File: src/rtl/pss_pkg.sv
// ----------------------------------------------------------------------------
// pss_pkg : shared constants and types of the periodic 11-tap stencil
// Tap geometry, register map, fixed-point widths and the result tag that
// travels beside the arithmetic pipeline.
// ----------------------------------------------------------------------------
package pss_pkg;

  localparam int TAPS        = 11;
  localparam int HEAD        = 10;
  localparam int HALF_TAPS   = 5;
  localparam int NCOEF       = 6;
  localparam int COEF_W      = 18;
  localparam int LEN_W       = 11;
  localparam int POS_W       = 10;
  localparam int CFG_DATA_W  = 18;
  localparam int CFG_INDEX_W = 3;
  localparam int ROUND_SHIFT = 17;
  localparam int FIFO_DEPTH  = 8;
  localparam int LEN_RESET   = 1024;

  localparam int DEF_MAX_LINE     = 1024;
  localparam int DEF_SAMPLE_WIDTH = 24;

  localparam int WIN_IDX_W  = $clog2(TAPS);
  localparam int HEAD_IDX_W = $clog2(HEAD);
  localparam int BURST_W    = $clog2(HEAD + 1);

  localparam logic signed [COEF_W-1:0] COEF_CENTER_RESET = 18'sd65536;
  localparam logic signed [COEF_W-1:0] COEF_SIDE_RESET   = 18'sd0;

  typedef enum logic [CFG_INDEX_W-1:0] {
    REG_LINE_LENGTH,
    REG_COEF_CENTER,
    REG_COEF_ONE,
    REG_COEF_TWO,
    REG_COEF_THREE,
    REG_COEF_FOUR,
    REG_COEF_FIVE
  } pss_reg_t;

  typedef struct packed {
    logic [POS_W-1:0] position;
    logic             line_done;
  } pss_tag_t;

endpackage

File: src/rtl/pss_cell.sv
// ----------------------------------------------------------------------------
// pss_cell : one storage cell of the sample chain
// Loads a value in parallel or takes its neighbour's value on a shift.
// ----------------------------------------------------------------------------
module pss_cell #(
  parameter int WIDTH = pss_pkg::DEF_SAMPLE_WIDTH
) (
  input  logic                    clk,
  input  logic                    shift,
  input  logic                    load,
  input  logic signed [WIDTH-1:0] load_value,
  input  logic signed [WIDTH-1:0] shift_in,
  output logic signed [WIDTH-1:0] value
);

  always_ff @(posedge clk) begin
    if (load) begin
      value <= load_value;
    end else if (shift) begin
      value <= shift_in;
    end
  end

endmodule

File: config.mk
export PLATFORM = sky130hd
export DESIGN_NAME = pss_cell
export DESIGN_NICKNAME = d
export VERILOG_FILES = /design/src/rtl/pss_pkg.sv /design/src/rtl/pss_cell.sv
export SDC_FILE = /design/constraint.sdc
export NUM_CORES = 1
export LEC_CHECK = 0
export BUFFER_PORTS_ARGS = -buffer_cell sky130_fd_sc_hd__buf_2
export CORE_MARGIN = 2
export CORE_UTILIZATION = 43
export CTS_BUF_LIST = sky130_fd_sc_hd__clkbuf_8
export DETAILED_ROUTE_END_ITERATION = 10
export PLACE_DENSITY_LB_ADDON = 0.12
export SLEW_MARGIN = 10
export SYNTH_ARGS = -nofsm -noshare
export SYNTH_HDL_FRONTEND = slang
export SYNTH_SLANG_ARGS = --single-unit
File: constraint.sdc
create_clock -name clk -period 1.9 [get_ports clk]
set_input_delay 0.19 -clock clk [delete_from_list [all_inputs] [get_ports clk]]
set_output_delay 0.19 -clock clk [all_outputs]
set_load 0.02 [all_outputs]
Yosys cells after proc, flatten, opt, wreduce, memory -nomap -nowiden

Index checks and enable logic that the tools add are counted.

Register bits after elaboration: 24
Word-level logic and storage cells: 4

Multiplexer cells: 2
Reduce and logical (&&, ||, !) cells: 1

Operator list:

| kind               | count |
|---|---|
| $mux W24           | 2 |
| $reduce_bool A2 Y1 | 1 |

Depth between registers and ports, before layout

Depth in word-level cells: 2
Depth in mapped cells: 3
Depth with buffers taken out: 1

Worst setup path after synthesis

No wires, ideal clock.

Path kind: input -> register
Start point: input port load
End point: register value[0], enable pin
Path slack: 0.483 ns
Path buffers: 2
Data arrival time: 1.035 ns
Stages: 3
Path through: buf_6 buf_12 or2_1

Longest elaborated chain between the ends: 1

Ends and longest elaborated chain:

| what                         | RTL line       | text |
|---|---|---|
| start, declared              | pss_cell.sv:10 | `input logic load,` |
| $reduce_bool A2 Y1 (no line) | -              |  |
| end signal, assigned         | pss_cell.sv:18 | `value <= load_value;` |
| end signal, assigned         | pss_cell.sv:20 | `value <= shift_in;` |
| end, declared                | pss_cell.sv:13 | `output logic signed [WIDTH-1:0] value` |

Every way passes these cells.
A chain may end at the register's enable or synchronous reset.

Worst setup path after layout

Start point: input port load
End point: register value[1], enable pin

The elaborated chain is that of the path after synthesis.

==> impl_metrics.csv <==
group,metric,value,unit
run_status,status,"finished clean",
final_layout,final_cell_mix,"buf_2, edfxtp_1, mux2_4",
sta,period_needed,1022,ps
synthesis,synth.avg_cell_area,21.54,um2
routing,drt-total-wl,2.066,mm
place,place_congestion,0.6900,
final_layout,top_register,"value",
global_route,grt_pass1_wl,2.967,mm
cts,cts_tree,"yes",
final_layout,top_regs,"value: 24 flops",
routing,routed_via_density,4.547,
power_and_ir_drop,finalPower,1.370,mW
sta,slew_headroom,87.51,%
cts,cts_setup_buffers,0,
synthesis,synth_top_area_cell,"edfxtp_1",
cts,htreeDepth,1,
global_route,antenna_found_initial,0,
final_layout,diodes,0,
global_route,grt_use_total,13.92,%
sta,rsz0062_at_grt,"false",
synthesis,ys_types,6,
run,maxCapViolations,0,
global_route,grt_overflow,0,
synthesis,ys_seq_elements,24,
sta,drv_slew,0,
final_layout,post-route-util,63.69,%
synthesis,synthCells,52,
sta,fin_crit_sh,53.79,%
cts,post_cts_resized,0,
critical_path,worstSetupStartpointType,"input pin",
routing,drtIter0Drc,15,
synthesis,ys_warn_count,0,
final_layout,nNetsFinal,183,
final_layout,largest_reg_flops,24,
critical_path,critPathRequiredTime,1860,ps
synthesis,netlist_area,0.001120,mm2
critical_path,worst_setup_path_end_kind,"flip-flop",
sta,tightest_slew,187.3,ps
sta,finalSetupViolCount,0,
hold_path,holdCritPathClass,"in -> reg",
global_route,grt_pass1_vias,688,
place,pre_cts_slack,588.3,ps
die,ios,75,
cts,clock_tree.root_cell,"clkbuf_8",
place,port-buffer-count,74,
routing,firstDrtPassIters,4,
die,core-area,0.002477,mm2
die,fp.dieH,55.03,um
die,floorplan.initialDensity,45.20,%
die,die-area,0.003028,mm2
cts,clock_path_buffers,2,
final_layout,layout_commonest_cell,"buf_2",
sta,hold_viol_final,0,
cts,cts_buffers,3,
sta,hold_ws,222.7,ps
synthesis,synth-seq-area-share,64.36,%
die,die_w,55.03,um
sta,fin_ws,878.0,ps
routing,drc,0,
cts,ctsHoldBuffers,0,
critical_path,worstPathMaxFanout,15,
routing,detail-route-antenna-nets,0,
power_and_ir_drop,p_leak,0.7674,nW
critical_path,cp.arrival,980,ps
final_layout,syn_to_final_growth,40.89,%
power_and_ir_drop,power_density,868.4,mW/mm2
power_and_ir_drop,ir_drop,0.5916,mV
synthesis,synth_top_area_share,64.36,%
global_route,grt_max_degree,16,
die,fp-row-count,18,
routing,via_count,732,
cts,cts.sinks,24,
cts,path_clk_slew,80,ps
synthesis,syn_nets,103,
final_layout,drive_gt1_share,80.92,%
routing,wire_per_inst,12.83,um
critical_path,crit_type,"in -> reg",
sta,timing.fmax,0.9785,GHz
sta,finalSetupTns,0,ps
synthesis,synthTopCellsByArea,"edfxtp_1, mux2_4, mux2_2",
==> final cells by class <==
type                            instances  area [um2]
Clock buffer                            3       41.29
Clock inverter                          1       30.03
Fill cell                             202       899.6
Multi-Input combinational cell         25       347.8
Sequential cell                        24       720.7
Tap cell                               30       37.54
Timing Repair Buffer                   78       400.4
==> final timing paths <==
kind	end	start	depth (start not counted)
worst max-delay path	value[1]$_DFFE_PP_	load	4
worst min-delay path	value[7]$_DFFE_PP_	load_value[7]	2
==> cell families after synthesis <==
logic type	synth area share, %
mux	30.50
simple gates	0.5590
buf+inv	4.581
flops	64.36
==> report_power, final <==
| part | internal, mW | switching (mW) |
|---|---|---|
| logic | 0.133 | 0.139 |
| clock network | 0.281 | 0.155 |
| registers | 0.649 | 0.0131 |
| total | 1.06 | 0.307 |
==> synth_stat cells <==
master	count
buf_12	2
buf_6	1
edfxtp_1	24
mux2_2	5
mux2_4	19
or2_1	1
==> routing by layer <==
| layer | up-vias | part of all wire [%] | GRT usage (%) |
|---|---|---|---|
| met5 | - | 0 | 0 |
| met4 | 0 | 0 | 3.252 |
| met3 | 0 | 12 | 2.957 |
| met2 | 47 | 52 | 25.60 |
| met1 | 327 | 36 | 16.55 |
| li1 | 358 | - | - |
==> through the flow <==
step	std cells	instance area (um2)
after floorplan	52	1120
final	161	1578
after CTS	161	1578
after global routing	161	1578
after detailed placement	157	1506
after global placement	157	1506
==> worst max-delay path: stages <==
cell and delay [ps]:
buf_2 170, buf_4 240, or2_1 160, buf_4 230
Note: power is estimated with default switching activity, not from simulation.
