**src/rtl/pss_pkg.sv**
```systemverilog
// ----------------------------------------------------------------------------
// pss_pkg : shared constants and types of the periodic 11-tap stencil
// Tap geometry, register map, fixed-point widths and the result tag that
// travels beside the arithmetic pipeline.
// ----------------------------------------------------------------------------
package pss_pkg;

  localparam int TAPS        = 11;
  localparam int HEAD        = 10;
  localparam int HALF_TAPS   = 5;
  localparam int NCOEF       = 6;
  localparam int COEF_W      = 18;
  localparam int LEN_W       = 11;
  localparam int POS_W       = 10;
  localparam int CFG_DATA_W  = 18;
  localparam int CFG_INDEX_W = 3;
  localparam int ROUND_SHIFT = 17;
  localparam int FIFO_DEPTH  = 8;
  localparam int LEN_RESET   = 1024;

  localparam int DEF_MAX_LINE     = 1024;
  localparam int DEF_SAMPLE_WIDTH = 24;

  localparam int WIN_IDX_W  = $clog2(TAPS);
  localparam int HEAD_IDX_W = $clog2(HEAD);
  localparam int BURST_W    = $clog2(HEAD + 1);

  localparam logic signed [COEF_W-1:0] COEF_CENTER_RESET = 18'sd65536;
  localparam logic signed [COEF_W-1:0] COEF_SIDE_RESET   = 18'sd0;

  typedef enum logic [CFG_INDEX_W-1:0] {
    REG_LINE_LENGTH,
    REG_COEF_CENTER,
    REG_COEF_ONE,
    REG_COEF_TWO,
    REG_COEF_THREE,
    REG_COEF_FOUR,
    REG_COEF_FIVE
  } pss_reg_t;

  typedef struct packed {
    logic [POS_W-1:0] position;
    logic             line_done;
  } pss_tag_t;

endpackage

```
**src/rtl/pss_mac.sv**
```systemverilog
// ----------------------------------------------------------------------------
// pss_mac : folded tap of the symmetric stencil
// Adds the two mirrored samples, then multiplies by the tap coefficient.
// ----------------------------------------------------------------------------
module pss_mac #(
  parameter int SAMPLE_WIDTH = pss_pkg::DEF_SAMPLE_WIDTH
) (
  input  logic                                           clk,
  input  logic signed [SAMPLE_WIDTH-1:0]                 left,
  input  logic signed [SAMPLE_WIDTH-1:0]                 right,
  input  logic signed [pss_pkg::COEF_W-1:0]              coef,
  output logic signed [SAMPLE_WIDTH+pss_pkg::COEF_W:0]   product
);
  import pss_pkg::*;

  localparam int PAIR_W = SAMPLE_WIDTH + 1;

  logic signed [PAIR_W-1:0] pair;

  always_ff @(posedge clk) begin
    pair    <= PAIR_W'(left) + PAIR_W'(right);
    product <= pair * coef;
  end

endmodule

```
**config.mk**
```make
export PLATFORM = sky130hd
export DESIGN_NAME = pss_mac
export DESIGN_NICKNAME = d
export VERILOG_FILES = /design/src/rtl/pss_pkg.sv /design/src/rtl/pss_mac.sv
export SDC_FILE = /design/constraint.sdc
export NUM_CORES = 1
export LEC_CHECK = 0
export BUFFER_PORTS_ARGS = -buffer_cell sky130_fd_sc_hd__buf_2
export CORE_UTILIZATION = 58
export DETAILED_ROUTE_END_ITERATION = 10
export HOLD_SLACK_MARGIN = 0.03
export PLACE_DENSITY_LB_ADDON = 0.3
export SYNTH_ARGS = -nofsm -noshare
export SYNTH_HDL_FRONTEND = slang
export SYNTH_SLANG_ARGS = --single-unit
export TNS_END_PERCENT = 30
```
**constraint.sdc**
```tcl
create_clock -name clk -period 6.7 [get_ports clk]
set_clock_uncertainty 0.15 [all_clocks]
set_input_delay 0.335 -clock clk [delete_from_list [all_inputs] [get_ports clk]]
set_output_delay 0.335 -clock clk [all_outputs]
set_load 0.02 [all_outputs]
```
Word-level counts from Yosys, hierarchy flattened --
Cells that the tools add are included.
Storage, ports and cells: flip-flop bits (word level) 68, bits in latches 0, memory bits (read-only) 0, word-level logic and storage cells 4, input port bits 67, RAM bits 0, memories kept 0, output and inout bits 43
Operators by class: $add $sub $neg 1, multiply operators 1, div/mod/pow operators 0, bitwise logic cells 0, shift-type cells 0, muxes and demuxes 0, reduce and logical (&&, ||, !) cells 0, magnitude comparators 0, eq/ne operators 0
Operators by type and width (number):
- $mul 25x18->43 | 1
- $add 24x24->25 | 1

Longest topological paths before layout --
depth in word-level cells 1, gate-level depth with buffers 25, gate-level depth less buffers 23

Least setup slack after synthesis --
Ideal clock, no wire load.
kind input-to-reg, from input port coef[9] in the netlist's numbering, to register product[41] in the netlist's numbering, library setup time 0.122 ns, data required time 6.428 ns, path buffers 3, data arrival time 6.057 ns, slack 0.371 ns, stages 24, path through clkbuf_1 clkbuf_1 nand2_1 fa_1 inv_1 fa_1 inv_1 fa_1 inv_1 fa_1 fa_1 inv_1 fa_1 inv_1 ha_1 buf_6 a21oi_2 nor2_1 a2111oi_2 a211oi_1 and4bb_4 a41o_1 a21oi_2 a311o_1
On the way: cells in the longest elaborated chain, start to end 1
Ends and longest elaborated chain:
- start, declared | RTL line pss_mac.sv:11 | input logic signed [pss_pkg::COEF_W-1:0] coef,
- $mul 25x18->43 | RTL line pss_mac.sv:22 | product <= pair * coef;
- end signal, assigned | RTL line pss_mac.sv:22
- end, declared | RTL line pss_mac.sv:12 | output logic signed [SAMPLE_WIDTH+pss_pkg::COEF_W:0] product
No other way between the ends.

Final worst setup path --
from register pair[13], to register product[41] in the netlist's numbering
On the way: cells in the longest elaborated chain, start to end 1
Ends and longest elaborated chain:
- start, declared | RTL line pss_mac.sv:18 | logic signed [PAIR_W-1:0] pair;
- start signal, assigned | RTL line pss_mac.sv:21 | pair <= PAIR_W'(left) + PAIR_W'(right);
- $mul 25x18->43 | RTL line pss_mac.sv:22
No other way between the ends.

==> run metrics <==
Post-synth EDFFs 0; CP max-delay cell fa_1; number of max-cap violations 0; Startpoint Class flop; CP max stage delay 0.53 ns; CTS tree done; crit path cell chain buf_12 > and2_1 > fa_1 > inv_1 > fa_1 > inv_1 > fa_1 > fa_1 > fa_1 > inv_1 > fa_1 > inv_1 > ha_1 > a21oi_2 > nor2_1 > a2111oi_2 > a211oi_2 > buf_4 > and4bb_4 > a41o_1 > a21oi_2 > a311o_1; core footprint 30,910 µm²; Hold Vio Cnt, Final 0; layout cell share with drive strength beyond 1 0.1235; Primary FF master, synth dfxtp_1; Tcrit/Tclk final 0.9712; hpwl dp 36.70 mm; Async SR Flop Fraction 0; hold_ws 0.04318 ns; final slew viol count 0; # rows 64; io pins 110; worst min path class primary input to flop; syn nets 2,664; Gate Count Post-Synth 2,024; GPL Wtd Cong 0.9007; Setup CP Type flop to flop; Most Frequent Cell on Critical Path fa_1; setup violators final 0; synthesis warning total 0; number of global-route vias before repair 15.08k; Die ar. 32,430 µm²; vias post-DR 13.81k; 1st-iter DRT viols 755; critical path peak fanout 18; Routed WL 43.39 mm; Fmax achieved 0.1537 GHz; most frequent cells in the layout 511 x inv_1, 442 x fa_1, 293 x nand2_1; worst skew pair latency 0.38 ns; H-tree depth reported by CTS 3; Chip Height 180.1 µm; Fill cells 2,445; Vias/cell 5.364; first-pass GRT wire length 73.42 mm; clk slew on worst S/H paths 0.06 ns; DRC 0; CTS Buf Count 9; commonest non-fill, non-tap cell in the layout inv_1; postcts setup bufs 0; fin crit period 6.507 ns; CP Capture Type flop; Routed WL per cell 16.85 µm; actual slew at the worst max-slew pin 0.5885 ns; unrepaired setup endpoints after global routing yes; 1st-pass router iterations 7; Synth Cell Area 18,400 µm²; Yosys cell types 54; synthesis-stage register bit count 68; Final nets 2,814; arrival time worst endpoint 6.62 ns; width of the chip 180.1 µm; status completed; pin count of the biggest net entering global routing 26; # port buffers 109; Worst Path Required 6.81 ns; root buffer cell clkbuf_16; area growth from synthesis to layout 11.53%; sequential area share after synthesis 0.07400; CTS sink cnt 68; Rel. slew slack 0.6077; total gr overflow 0; maximum clock insertion buffer count 2; post-route ant nets 0; initial antenna violation count 0; Initial Util 0.5952; GRT Util Overall 0.2879; Synth Area per Inst 9.089 µm²
==> synthesized netlist by cell type (3+ instances only) <==
master	number	area (µm²)
a211oi_1	7	52.55
a21boi_0	3	22.52
a21o_1	26	195.2
a21oi_1	50	250.2
a21oi_2	3	26.28
a311o_1	3	30.03
a31oi_1	5	31.28
and2_1	164	1026
and3_1	6	37.54
clkbuf_1	80	300.3
dfxtp_1	68	1361
fa_1	442	8848
ha_1	131	1639
inv_1	511	1918
nand2_1	293	1100
nand2b_1	16	100.1
nand3_1	10	50.05
nor2_1	48	180.2
nor2b_1	6	37.54
nor3_1	6	30.03
o211ai_1	4	30.03
o21a_1	6	45.04
o21ai_0	31	155.2
o21bai_1	8	60.06
xnor2_1	46	402.9
xor2_1	12	105.1
==> worst max-delay path: cells and delay by family, from the launching register on <==
family                   cells  cell delay (ns)
AO/OA/AOI/OAI                6             1.38
adder cells (fa/ha/maj)      7             3.40
buffers and inverters        6             0.51
flip-flops                   1             0.32
AND/OR/NAND/NOR              3             0.64
==> registers in the layout (all words and copies together), names as in the netlist <==
register	count
product	43
pair	25
==> final cells by class <==
type,instances,area (µm²),share of cell area
multi-input combinational,1360,14800,0.7215
inverter,511,1918,0.09348
timing repair buffer,224,1599,0.07793
sequential,68,1385,0.06750
tap,396,495.5,0.02415
clock buffer,9,225.2,0.01098
clock inverter,6,88.84,0.004330
antenna,1,2.502,0.0001220
==> through the flow <==
stage,cells,setup slack [ns],utilization,instance area [µm²],TNS (ns)
after floorplan,2024,0.3707,-,18400,0
after CTS,2574,0.07979,0.6624,20470,0
after global placement,2558,0.1032,0.6519,20150,0
after global routing,2574,-0.03346,0.6637,20520,-0.03346
after detailed placement,2558,0.06129,0.6519,20150,0
final,2575,0.1930,0.6638,20520,0
==> repair_timing <==
| item | 4_1_cts | 5_1_grt |
|---|---|---|
| endpoints found under the setup margin | 0 | 9 |
| endpoints found under the hold margin | 1 | 0 |
| resized for setup | 0 | 20 |
| hold buffers | 1 | 0 |
==> routing by layer <==
layer | up-vias | wire length, µm | track usage
met4 | 0 | 1626 | 0.1179
met1 | 6921 | 17250 | 0.3725
li1 | 6196 | - | -
met2 | 567 | 20930 | 0.4836
met5 | - | 0 | 0
met3 | 128 | 3585 | 0.04850
==> worst paths after layout <==
path | start | end | slack (ns) | depth (start not counted)
worst max-delay path | pair[13]$_DFF_P_ | product[41]$_DFF_P_ | 0.19 | 22
worst min-delay path | left[0] | pair[0]$_DFF_P_ | 0.04 | 2
worst max register to register | pair[13]$_DFF_P_ | product[41]$_DFF_P_ | 0.19 | 22
worst min register to register | pair[0]$_DFF_P_ | product[0]$_DFF_P_ | 0.67 | 2
==> kinds of logic (layout without fill, tap and decap cells) <==
kind of cell | after synthesis | in the layout | synth area share
other | 0 | 1 | 0
xor gates and xnor gates | 58 | 58 | 0.02761
DFF | 68 | 68 | 0.07400
AOI/OAI and AO/OA | 173 | 173 | 0.06339
and+or+nand+nor | 555 | 555 | 0.1421
buffers and inverters | 596 | 750 | 0.1223
muxes | 1 | 1 | 0.0005441
adders and majority gates | 573 | 573 | 0.5701
Power is left out: the tool's default activity adds up to more than one toggle a clock period on the data nets, which glitch-free logic cannot reach.
