$ cat src/rtl/pss_pkg.sv
// ----------------------------------------------------------------------------
// pss_pkg : shared constants and types of the periodic 11-tap stencil
// Tap geometry, register map, fixed-point widths and the result tag that
// travels beside the arithmetic pipeline.
// ----------------------------------------------------------------------------
package pss_pkg;

  localparam int TAPS        = 11;
  localparam int HEAD        = 10;
  localparam int HALF_TAPS   = 5;
  localparam int NCOEF       = 6;
  localparam int COEF_W      = 18;
  localparam int LEN_W       = 11;
  localparam int POS_W       = 10;
  localparam int CFG_DATA_W  = 18;
  localparam int CFG_INDEX_W = 3;
  localparam int ROUND_SHIFT = 17;
  localparam int FIFO_DEPTH  = 8;
  localparam int LEN_RESET   = 1024;

  localparam int DEF_MAX_LINE     = 1024;
  localparam int DEF_SAMPLE_WIDTH = 24;

  localparam int WIN_IDX_W  = $clog2(TAPS);
  localparam int HEAD_IDX_W = $clog2(HEAD);
  localparam int BURST_W    = $clog2(HEAD + 1);

  localparam logic signed [COEF_W-1:0] COEF_CENTER_RESET = 18'sd65536;
  localparam logic signed [COEF_W-1:0] COEF_SIDE_RESET   = 18'sd0;

  typedef enum logic [CFG_INDEX_W-1:0] {
    REG_LINE_LENGTH,
    REG_COEF_CENTER,
    REG_COEF_ONE,
    REG_COEF_TWO,
    REG_COEF_THREE,
    REG_COEF_FOUR,
    REG_COEF_FIVE
  } pss_reg_t;

  typedef struct packed {
    logic [POS_W-1:0] position;
    logic             line_done;
  } pss_tag_t;

endpackage

$ cat src/rtl/pss_stream_if.sv


interface pss_result_if #(
  parameter int SAMPLE_WIDTH = pss_pkg::DEF_SAMPLE_WIDTH
);
  import pss_pkg::*;

  logic                           valid;
  logic                           ready;
  logic [POS_W-1:0]               position;
  logic signed [SAMPLE_WIDTH-1:0] filtered;
  logic                           line_done;

  modport source (output valid, output position, output filtered, output line_done,
                  input ready);
  modport sink   (input valid, input position, input filtered, input line_done,
                  output ready);
endinterface

$ cat src/rtl/pss_fifo.sv
// ----------------------------------------------------------------------------
// pss_fifo : result buffer in front of the result channel
// Memory plus a registered head; a push into an empty buffer goes straight
// to the head.
// ----------------------------------------------------------------------------
module pss_fifo #(
  parameter int SAMPLE_WIDTH = pss_pkg::DEF_SAMPLE_WIDTH,
  parameter int DEPTH        = pss_pkg::FIFO_DEPTH
) (
  input  logic                           clk,
  input  logic                           rst,
  input  logic                           push,
  input  pss_pkg::pss_tag_t              push_tag,
  input  logic signed [SAMPLE_WIDTH-1:0] push_data,
  pss_result_if.source                   results
);
  import pss_pkg::*;

  localparam int PTR_W = $clog2(DEPTH);
  localparam int CNT_W = $clog2(DEPTH + 1);

  pss_tag_t                       tag_mem  [DEPTH];
  logic signed [SAMPLE_WIDTH-1:0] data_mem [DEPTH];

  logic [PTR_W-1:0]               wr_ptr;
  logic [PTR_W-1:0]               rd_ptr;
  logic [CNT_W-1:0]               fill;
  logic                           head_valid;
  pss_tag_t                       head_tag;
  logic signed [SAMPLE_WIDTH-1:0] head_data;

  logic pop;
  logic take;
  logic from_mem;
  logic bypass;
  logic mem_write;

  assign pop       = head_valid && results.ready;
  assign take      = !head_valid || pop;
  assign from_mem  = take && (fill != '0);
  assign bypass    = take && (fill == '0) && push;
  assign mem_write = push && !bypass;

  always_ff @(posedge clk) begin
    if (mem_write) begin
      tag_mem[wr_ptr]  <= push_tag;
      data_mem[wr_ptr] <= push_data;
    end
  end

  always_ff @(posedge clk) begin
    if (from_mem) begin
      head_tag  <= tag_mem[rd_ptr];
      head_data <= data_mem[rd_ptr];
    end else if (bypass) begin
      head_tag  <= push_tag;
      head_data <= push_data;
    end
  end

  always_ff @(posedge clk) begin
    if (rst) begin
      wr_ptr     <= '0;
      rd_ptr     <= '0;
      fill       <= '0;
      head_valid <= 1'b0;
    end else begin
      if (mem_write) begin
        wr_ptr <= (wr_ptr == PTR_W'(DEPTH - 1)) ? '0 : wr_ptr + PTR_W'(1);
      end
      if (from_mem) begin
        rd_ptr <= (rd_ptr == PTR_W'(DEPTH - 1)) ? '0 : rd_ptr + PTR_W'(1);
      end
      fill <= fill + CNT_W'(mem_write) - CNT_W'(from_mem);
      if (take) begin
        head_valid <= from_mem || bypass;
      end
    end
  end

  assign results.valid     = head_valid;
  assign results.position  = head_tag.position;
  assign results.line_done = head_tag.line_done;
  assign results.filtered  = head_data;

endmodule

$ cat src/flat_wrapper.sv
// flat-port wrapper written by rule: the top's interface ports become plain ports
module pss_fifo_flat import pss_pkg::*;
#(
  parameter int SAMPLE_WIDTH = pss_pkg::DEF_SAMPLE_WIDTH,
  parameter int DEPTH        = pss_pkg::FIFO_DEPTH
)
  (clk, rst, push, push_tag, push_data, results_valid, results_position, results_filtered, results_line_done, results_ready);
  pss_result_if #(.SAMPLE_WIDTH(SAMPLE_WIDTH)) results_i ();
  input  logic clk;
  input  logic rst;
  input  logic push;
  input  pss_pkg::pss_tag_t push_tag;
  input  logic signed [SAMPLE_WIDTH-1:0] push_data;
  output wire logic [$bits(results_i.valid)-1:0] results_valid;
  output wire logic [$bits(results_i.position)-1:0] results_position;
  output wire logic [$bits(results_i.filtered)-1:0] results_filtered;
  output wire logic [$bits(results_i.line_done)-1:0] results_line_done;
  input wire logic [$bits(results_i.ready)-1:0] results_ready;
  assign results_valid = results_i.valid;
  assign results_position = results_i.position;
  assign results_filtered = results_i.filtered;
  assign results_line_done = results_i.line_done;
  assign results_i.ready = results_ready;
  pss_fifo #(.SAMPLE_WIDTH(SAMPLE_WIDTH), .DEPTH(DEPTH)) u_core (.clk(clk), .rst(rst), .push(push), .push_tag(push_tag), .push_data(push_data), .results(results_i));
endmodule
$ cat config.mk
export PLATFORM = sky130hd
export DESIGN_NAME = pss_fifo_flat
export DESIGN_NICKNAME = d
export VERILOG_FILES = /design/src/rtl/pss_pkg.sv /design/src/rtl/pss_stream_if.sv /design/src/rtl/pss_fifo.sv /design/src/flat_wrapper.sv
export SDC_FILE = /design/constraint.sdc
export NUM_CORES = 1
export LEC_CHECK = 0
export BUFFER_PORTS_ARGS = -buffer_cell sky130_fd_sc_hd__buf_2
export CAP_MARGIN = 0
export CORE_MARGIN = 4
export CORE_UTILIZATION = 55
export CTS_BUF_LIST = sky130_fd_sc_hd__clkbuf_4
export DETAILED_ROUTE_END_ITERATION = 7
export PLACE_DENSITY = 0.76
export SLEW_MARGIN = 20
export SYNTH_ARGS = -nofsm -noshare
export SYNTH_HDL_FRONTEND = slang
export SYNTH_SLANG_ARGS = --single-unit
export TNS_END_PERCENT = 100
$ cat constraint.sdc
create_clock -name clk -period 11.5 [get_ports clk]
set_input_delay 1.725 -clock clk [delete_from_list [all_inputs] [get_ports clk]]
set_output_delay 1.725 -clock clk [all_outputs]
set_load 0.01 [all_outputs]
== After elaboration in Yosys (flattened, before gate mapping) ==
Memory sizes are Yosys's and may differ from the RTL's. A register that Yosys moved wholly into a read port is not among the register bits.
Index checks and enable logic that the tools add are counted.

* Register bits after elaboration: 46
* Latch bits: 0
* Bits in writable memories: 280
* Bits in read-only memories: 0
* Input bits: 39
* Word-level logic and storage cells: 39
* Memories kept: 2

{| class="wikitable"
|+ Memory list
! memory !! words !! bits a word !! read ports !! clocked after memory_dff !! wr ports !! line !! text
|-
| u_core.data_mem || 8 || 24 || 1 || 1 || 1 || pss_fifo.sv:23 || <nowiki>logic signed [SAMPLE_WIDTH-1:0] data_mem [DEPTH];</nowiki>
|-
| u_core.tag_mem || 8 || 11 || 1 || 1 || 1 || pss_fifo.sv:22 || <nowiki>pss_tag_t tag_mem [DEPTH];</nowiki>
|}

* Add/sub/neg operators: 4
* Multipliers: 0
* Div/mod/pow operators: 0
* Magnitude comparators: 0
* Equal/unequal tests: 2
* Shift operators: 0
* Mux-type cells: 12
* Bitwise logic cells: 0
* Reduce and logical (&&, ||, !) cells: 12

{| class="wikitable"
|+ Operators with widths
! kind !! number
|-
| 24-bit two-way mux || 2
|-
| 11-bit two-way mux || 2
|-
| 3-bit two-way mux || 6
|-
| 3-bit by 1-bit adder with 3-bit output (second input constant) || 2
|-
| 3-bit == test (second input constant) || 2
|-
| 1-bit logical AND || 5
|-
| 4-bit by 1-bit adder with 4-bit output || 1
|-
| 4-bit logical NOT || 1
|-
| 4-bit nonzero test || 1
|-
| 4-bit by 1-bit subtractor with 4-bit output || 1
|-
| 1-bit logical NOT || 2
|-
| 1-bit logical OR || 2
|-
| 1-bit two-way mux || 2
|-
| 2-bit nonzero test || 1
|}

== Longest topological paths before layout ==
* Depth after elaboration: 8
* Gate-level depth with buffers: 13
* Gate-level depth less buffers: 12

== Least setup slack after synthesis ==
No wires, ideal clock.

* Path kind: input to register
* Start: input results_ready
* End: memory u_core.data_mem[0][0] in the netlist's numbering, enable pin
* Arrival: 5427 ps
* Path slack: 5558 ps
* Stages: 3
* Cell sequence: nor2b_1 o21ai_4 nor4_1

* Cells in the longest elaborated chain, start to end: 8

{| class="wikitable"
|+ RTL lines
! what !! line !! text
|-
| start, declared || flat_wrapper.sv:18 || <nowiki>input wire logic [$bits(results_i.ready)-1:0] results_ready;</nowiki>
|-
| 1-bit logical AND || pss_fifo.sv:38 || <nowiki>assign pop = head_valid && results.ready;</nowiki>
|-
| 1-bit logical OR || pss_fifo.sv:39 || <nowiki>assign take = !head_valid || pop;</nowiki>
|-
| 1-bit logical AND (2 in series) || pss_fifo.sv:41 || <nowiki>assign bypass = take && (fill == '0) && push;</nowiki>
|-
| 1-bit logical NOT || pss_fifo.sv:42 || <nowiki>assign mem_write = push && !bypass;</nowiki>
|-
| 1-bit logical AND || pss_fifo.sv:42 ||
|-
| 1-bit two-way mux || pss_fifo.sv:45 || <nowiki>if (mem_write) begin</nowiki>
|-
| 1-bit two-way mux (implied by the code) || pss_fifo.sv:47 || <nowiki>data_mem[wr_ptr] <= push_data;</nowiki>
|-
| end, declared || pss_fifo.sv:23 ||
|}

No other way between the ends.

== Final worst setup path ==
* Start: input results_ready
* End: register u_core.fill[2]

* Cells in the longest elaborated chain, start to end: 8
* Elaborated cells between the ends (all ways): 9
* Classes of those cells: 2 x add/sub; 7 x reduce/logical

{| class="wikitable"
|+ RTL lines
! what !! line !! text
|-
| 1-bit logical AND (*) || pss_fifo.sv:38 ||
|-
| 1-bit logical OR (*) || pss_fifo.sv:39 ||
|-
| 1-bit logical AND (2 in series) || pss_fifo.sv:41 ||
|-
| 1-bit logical NOT || pss_fifo.sv:42 ||
|-
| 1-bit logical AND || pss_fifo.sv:42 ||
|-
| 4-bit by 1-bit adder with 4-bit output || pss_fifo.sv:74 || <nowiki>fill <= fill + CNT_W'(mem_write) - CNT_W'(from_mem);</nowiki>
|-
| 4-bit by 1-bit subtractor with 4-bit output (*) || pss_fifo.sv:74 ||
|-
| end signal, assigned || pss_fifo.sv:74 ||
|-
| end, declared || pss_fifo.sv:27 || <nowiki>logic [CNT_W-1:0] fill;</nowiki>
|}

Every way passes the cells marked *; elsewhere a longest branch is shown, timed or not.
A chain may end at the register's enable or synchronous reset.

==> results.json <==
{
  "vias_per_cell": 5.455,
  "final-setup-viol-count": 0,
  "min_to": "u_core.rd_ptr[2]",
  "whs_ns": 0.4833,
  "clock.fmax_ghz": 0.3174,
  "synth_top_area_cell": "edfxtp_1",
  "critPathBufInv": 3,
  "maxCapViolCount": 0,
  "antenna_found_initial": 2,
  "drt_iter0_markers": 430,
  "combPwrFrac_pct": 24.9,
  "grt_overflow_total": 0,
  "outcome": "finished, final reports clean",
  "min_path_cells": 2,
  "area_growth_pct": 13.75,
  "die-height_um": 161.1,
  "rsz0062_at_grt": "no",
  "synth-warning-count": 0,
  "hp-start": "u_core.rd_ptr[2]",
  "synthArstFlopShare_pct": 0,
  "ys.flop_type": "edfxtp_1",
  "timing.rr.end": "u_core.fill[2]",
  "startpoint_type": "input pin",
  "p_leak_nw": 5.237,
  "cts_root_buf": "clkbuf_4",
  "fillers": 1680,
  "wl_per_cell_um": 18.77,
  "crit_family": "adder cells",
  "drc": 0,
  "dpl.hpwl_um": 12930,
  "slowest_stage": "nand2_4",
  "vias": 6923,
  "crit_chain": "buf_2 > nand2b_1 > nand2_4 > inv_2 > ha_1 > inv_1 > ha_1 > fa_1 > xnor2_1 > nor2_1",
  "synth_cells": 752,
  "cts_setup_buffers": 0,
  "htreeDepth": 3,
  "row_count": 55,
  "ys_ff_latch": 329,
  "synth_area_leaders": "edfxtp_1, mux2i_1, a22oi_1, nand2_1, dfxtp_1",
  "cp_max_fo": 40,
  "numCtsBuffers": 82,
  "synth-edff-count": 315,
  "cp_common_cell": "ha_1",
  "clk_path_buf_depth": 3,
  "path_clk_slew_ns": 0.07,
  "coreArea_um2": 22850,
  "drive_gt1_share_pct": 25.65,
  "tightestPinTransition_ns": 1.033,
  "tritoncts": "done",
  "fin_setup_tns_ns": 0,
  "crit_type": "input pin to flip-flop",
  "postRouteAntennaNets": 0,
  "finalCritPeriodShare_pct": 27.40,
  "synth_nets": 801,
  "ir_worst_vdd_v": 0.0001086,
  "gp_congestion": 0.7127,
  "slew-limit-headroom_pct": 31.14,
  "synth_commonest_cells": "edfxtp_1, mux2i_1, nand2_1, a22oi_1, nand3_1",
  "critPathMaxStageDelay_ns": 0.44,
  "seq_power_share_pct": 46.6,
  "io_buffers": 74,
  "clock_latency_ns": 0.66,
  "dieArea_um2": 25950,
  "yosysMostFrequentCell": "edfxtp_1",
  "syn-cell-area_um2": 12890,
  "initial_core_util_pct": 56.42,
  "utilization_pct": 64.18,
  "clkPwrFrac_pct": 28.6,
  "ioPinCount": 75,
  "place_ws_ns": 7.467,
  "ys_seq_area_share_pct": 75.56,
  "grt_use_total_pct": 18.43,
  "slew_viol_final": 0,
  "dr.pass1.iters": 5,
  "finalNetCount": 937,
  "ys_types": 31,
  "finalWorstSetupSlack_ns": 8.349,
  "r2r_start": "u_core.fill[2]",
  "fin_worst_skew_ns": 0.03177,
  "finalPower_mw": 3.343,
  "min_path_type": "flip-flop to flip-flop",
  "synth_top_area_share_pct": 73.38,
  "hold_buffers": 0,
  "grt_max_degree": 61,
  "period_minus_slack_ns": 3.151,
  "grt_first_pass_wirelength_um": 37390,
  "rr_worst_depth": 11,
  "power_switching_mw": 1.004,
  "cp-end-kind": "flip-flop",
  "required_ns": 12.03,
  "crit_arrival_ns": 3.68,
  "grt_pass1_vias": 7205,
  "routed_wl_um": 23830,
  "syn_area_per_cell_um2": 17.14,
  "power.share.switching_pct": 30.05,
  "ff2ff_setup_slack_ns": 8.80,
  "finalHoldViolations": 0,
  "cts_resized": 0,
  "internal_power_mw": 2.339,
  "power_density_nw_per_um2": 228.0,
  "die_w_um": 161.1,
  "numClockSinks": 329
}
==> stage by stage <==
step | instance area, um^2 | std cells
6_report | 14660 | 1269
5_1_grt | 14660 | 1269
4_1_cts | 14630 | 1267
3_5_place_dp | 13570 | 1116
3_3_place_gp | 13540 | 1115
2_1_floorplan | 12890 | 752
==> layer usage <==
layer  wire (um)  up-vias  track usage (%)
li1            -     3251                -
met1       10120     3440            23.72
met2       11960      195            30.83
met3        1248       35            4.083
met4         477        2            7.367
met5          17        -                0
==> cell type report <==
type,instances,area (um^2),area share (%)
multi-input cells,375,2889,19.70
repair buffers,92,545.5,3.720
well taps,313,391.6,2.671
clock buffers,117,878.3,5.990
clock inverters,34,182.7,1.246
diodes,1,2.502,0.01707
flip-flops and latches,329,9743,66.45
inverters,8,30.03,0.2048
==> state kept, by name, indices dropped and copies added, names as in the netlist, named ones only <==
name	cells
u_core.data_mem	192
u_core.tag_mem	88
u_core.rd_ptr	3
u_core.results.filtered	24
u_core.fill	4
u_core.results.position	10
u_core.wr_ptr	3
u_core.results.valid	1
u_core.results.line_done	1
==> worst reg2reg max path, stage by stage, from the launching register on <==
cell and delay (ns):
dfxtp_1 0.29, inv_1 0.07, ha_1 0.14, or3b_4 0.41, nand2_4 0.44, inv_2 0.07, ha_1 0.29, inv_1 0.04
ha_1 0.20, fa_1 0.41, xnor2_1 0.18, nor2_1 0.05
==> worst max-delay path by stage <==
stage	start	to	slack (ns)	cells after the start
2_1_floorplan	results_ready	u_core.data_mem[0][0]	5.56	3
3_3_place_gp	results_ready	u_core.data_mem[7][9]	7.50	6
4_1_cts	results_ready	u_core.data_mem[7][16]	8.17	6
3_5_place_dp	results_ready	u_core.data_mem[7][11]	7.47	6
6_report	results_ready	u_core.fill[2]	8.35	10
5_1_grt	results_ready	u_core.fill[2]	8.26	10
==> logic make-up (layout without fill, tap and decap cells) <==
family	after synthesis	count (layout)	share of synthesized area [%]
buffers and inverters	48	251	2.524
adder cells (fa/ha/maj)	10	10	1.029
other	0	1	0
AO/OA/AOI/OAI	80	80	4.572
multiplexers	140	140	10.87
AND/OR/NAND/NOR	143	143	5.310
XOR/XNOR	2	2	0.1359
flip-flops	329	329	75.56
==> placed cells by master (no fill, tap or decap), drive strengths merged <==
master and count:
edfxtp 315, mux2i 140, clkbuf 117, buf 92
nand2 82, a22oi 70, nand3 35, clkinv 28
dfxtp 14, inv 12, ha 9, a21oi 8
nor2 8, nor2b 5, nor3 4, nand2b 3
xnor2 2, or3 2, bufinv 2, diode 1
or3b 1, o21ai 1, and2 1, nor4 1
nand3b 1, a21o 1, fa 1
==> power groups by stage <==
stage / registers [mW] / logic, mW / clock network [mW]
floorplan: 1.60 / 0.614 / 0
detailed placement: 1.58 / 0.841 / 0
finish: 1.56 / 0.831 / 0.955
global route: 1.57 / 0.917 / 1.04
CTS: 1.56 / 0.843 / 0.981
global placement: 1.58 / 0.810 / 0
Power figures use the tool's default switching activity.
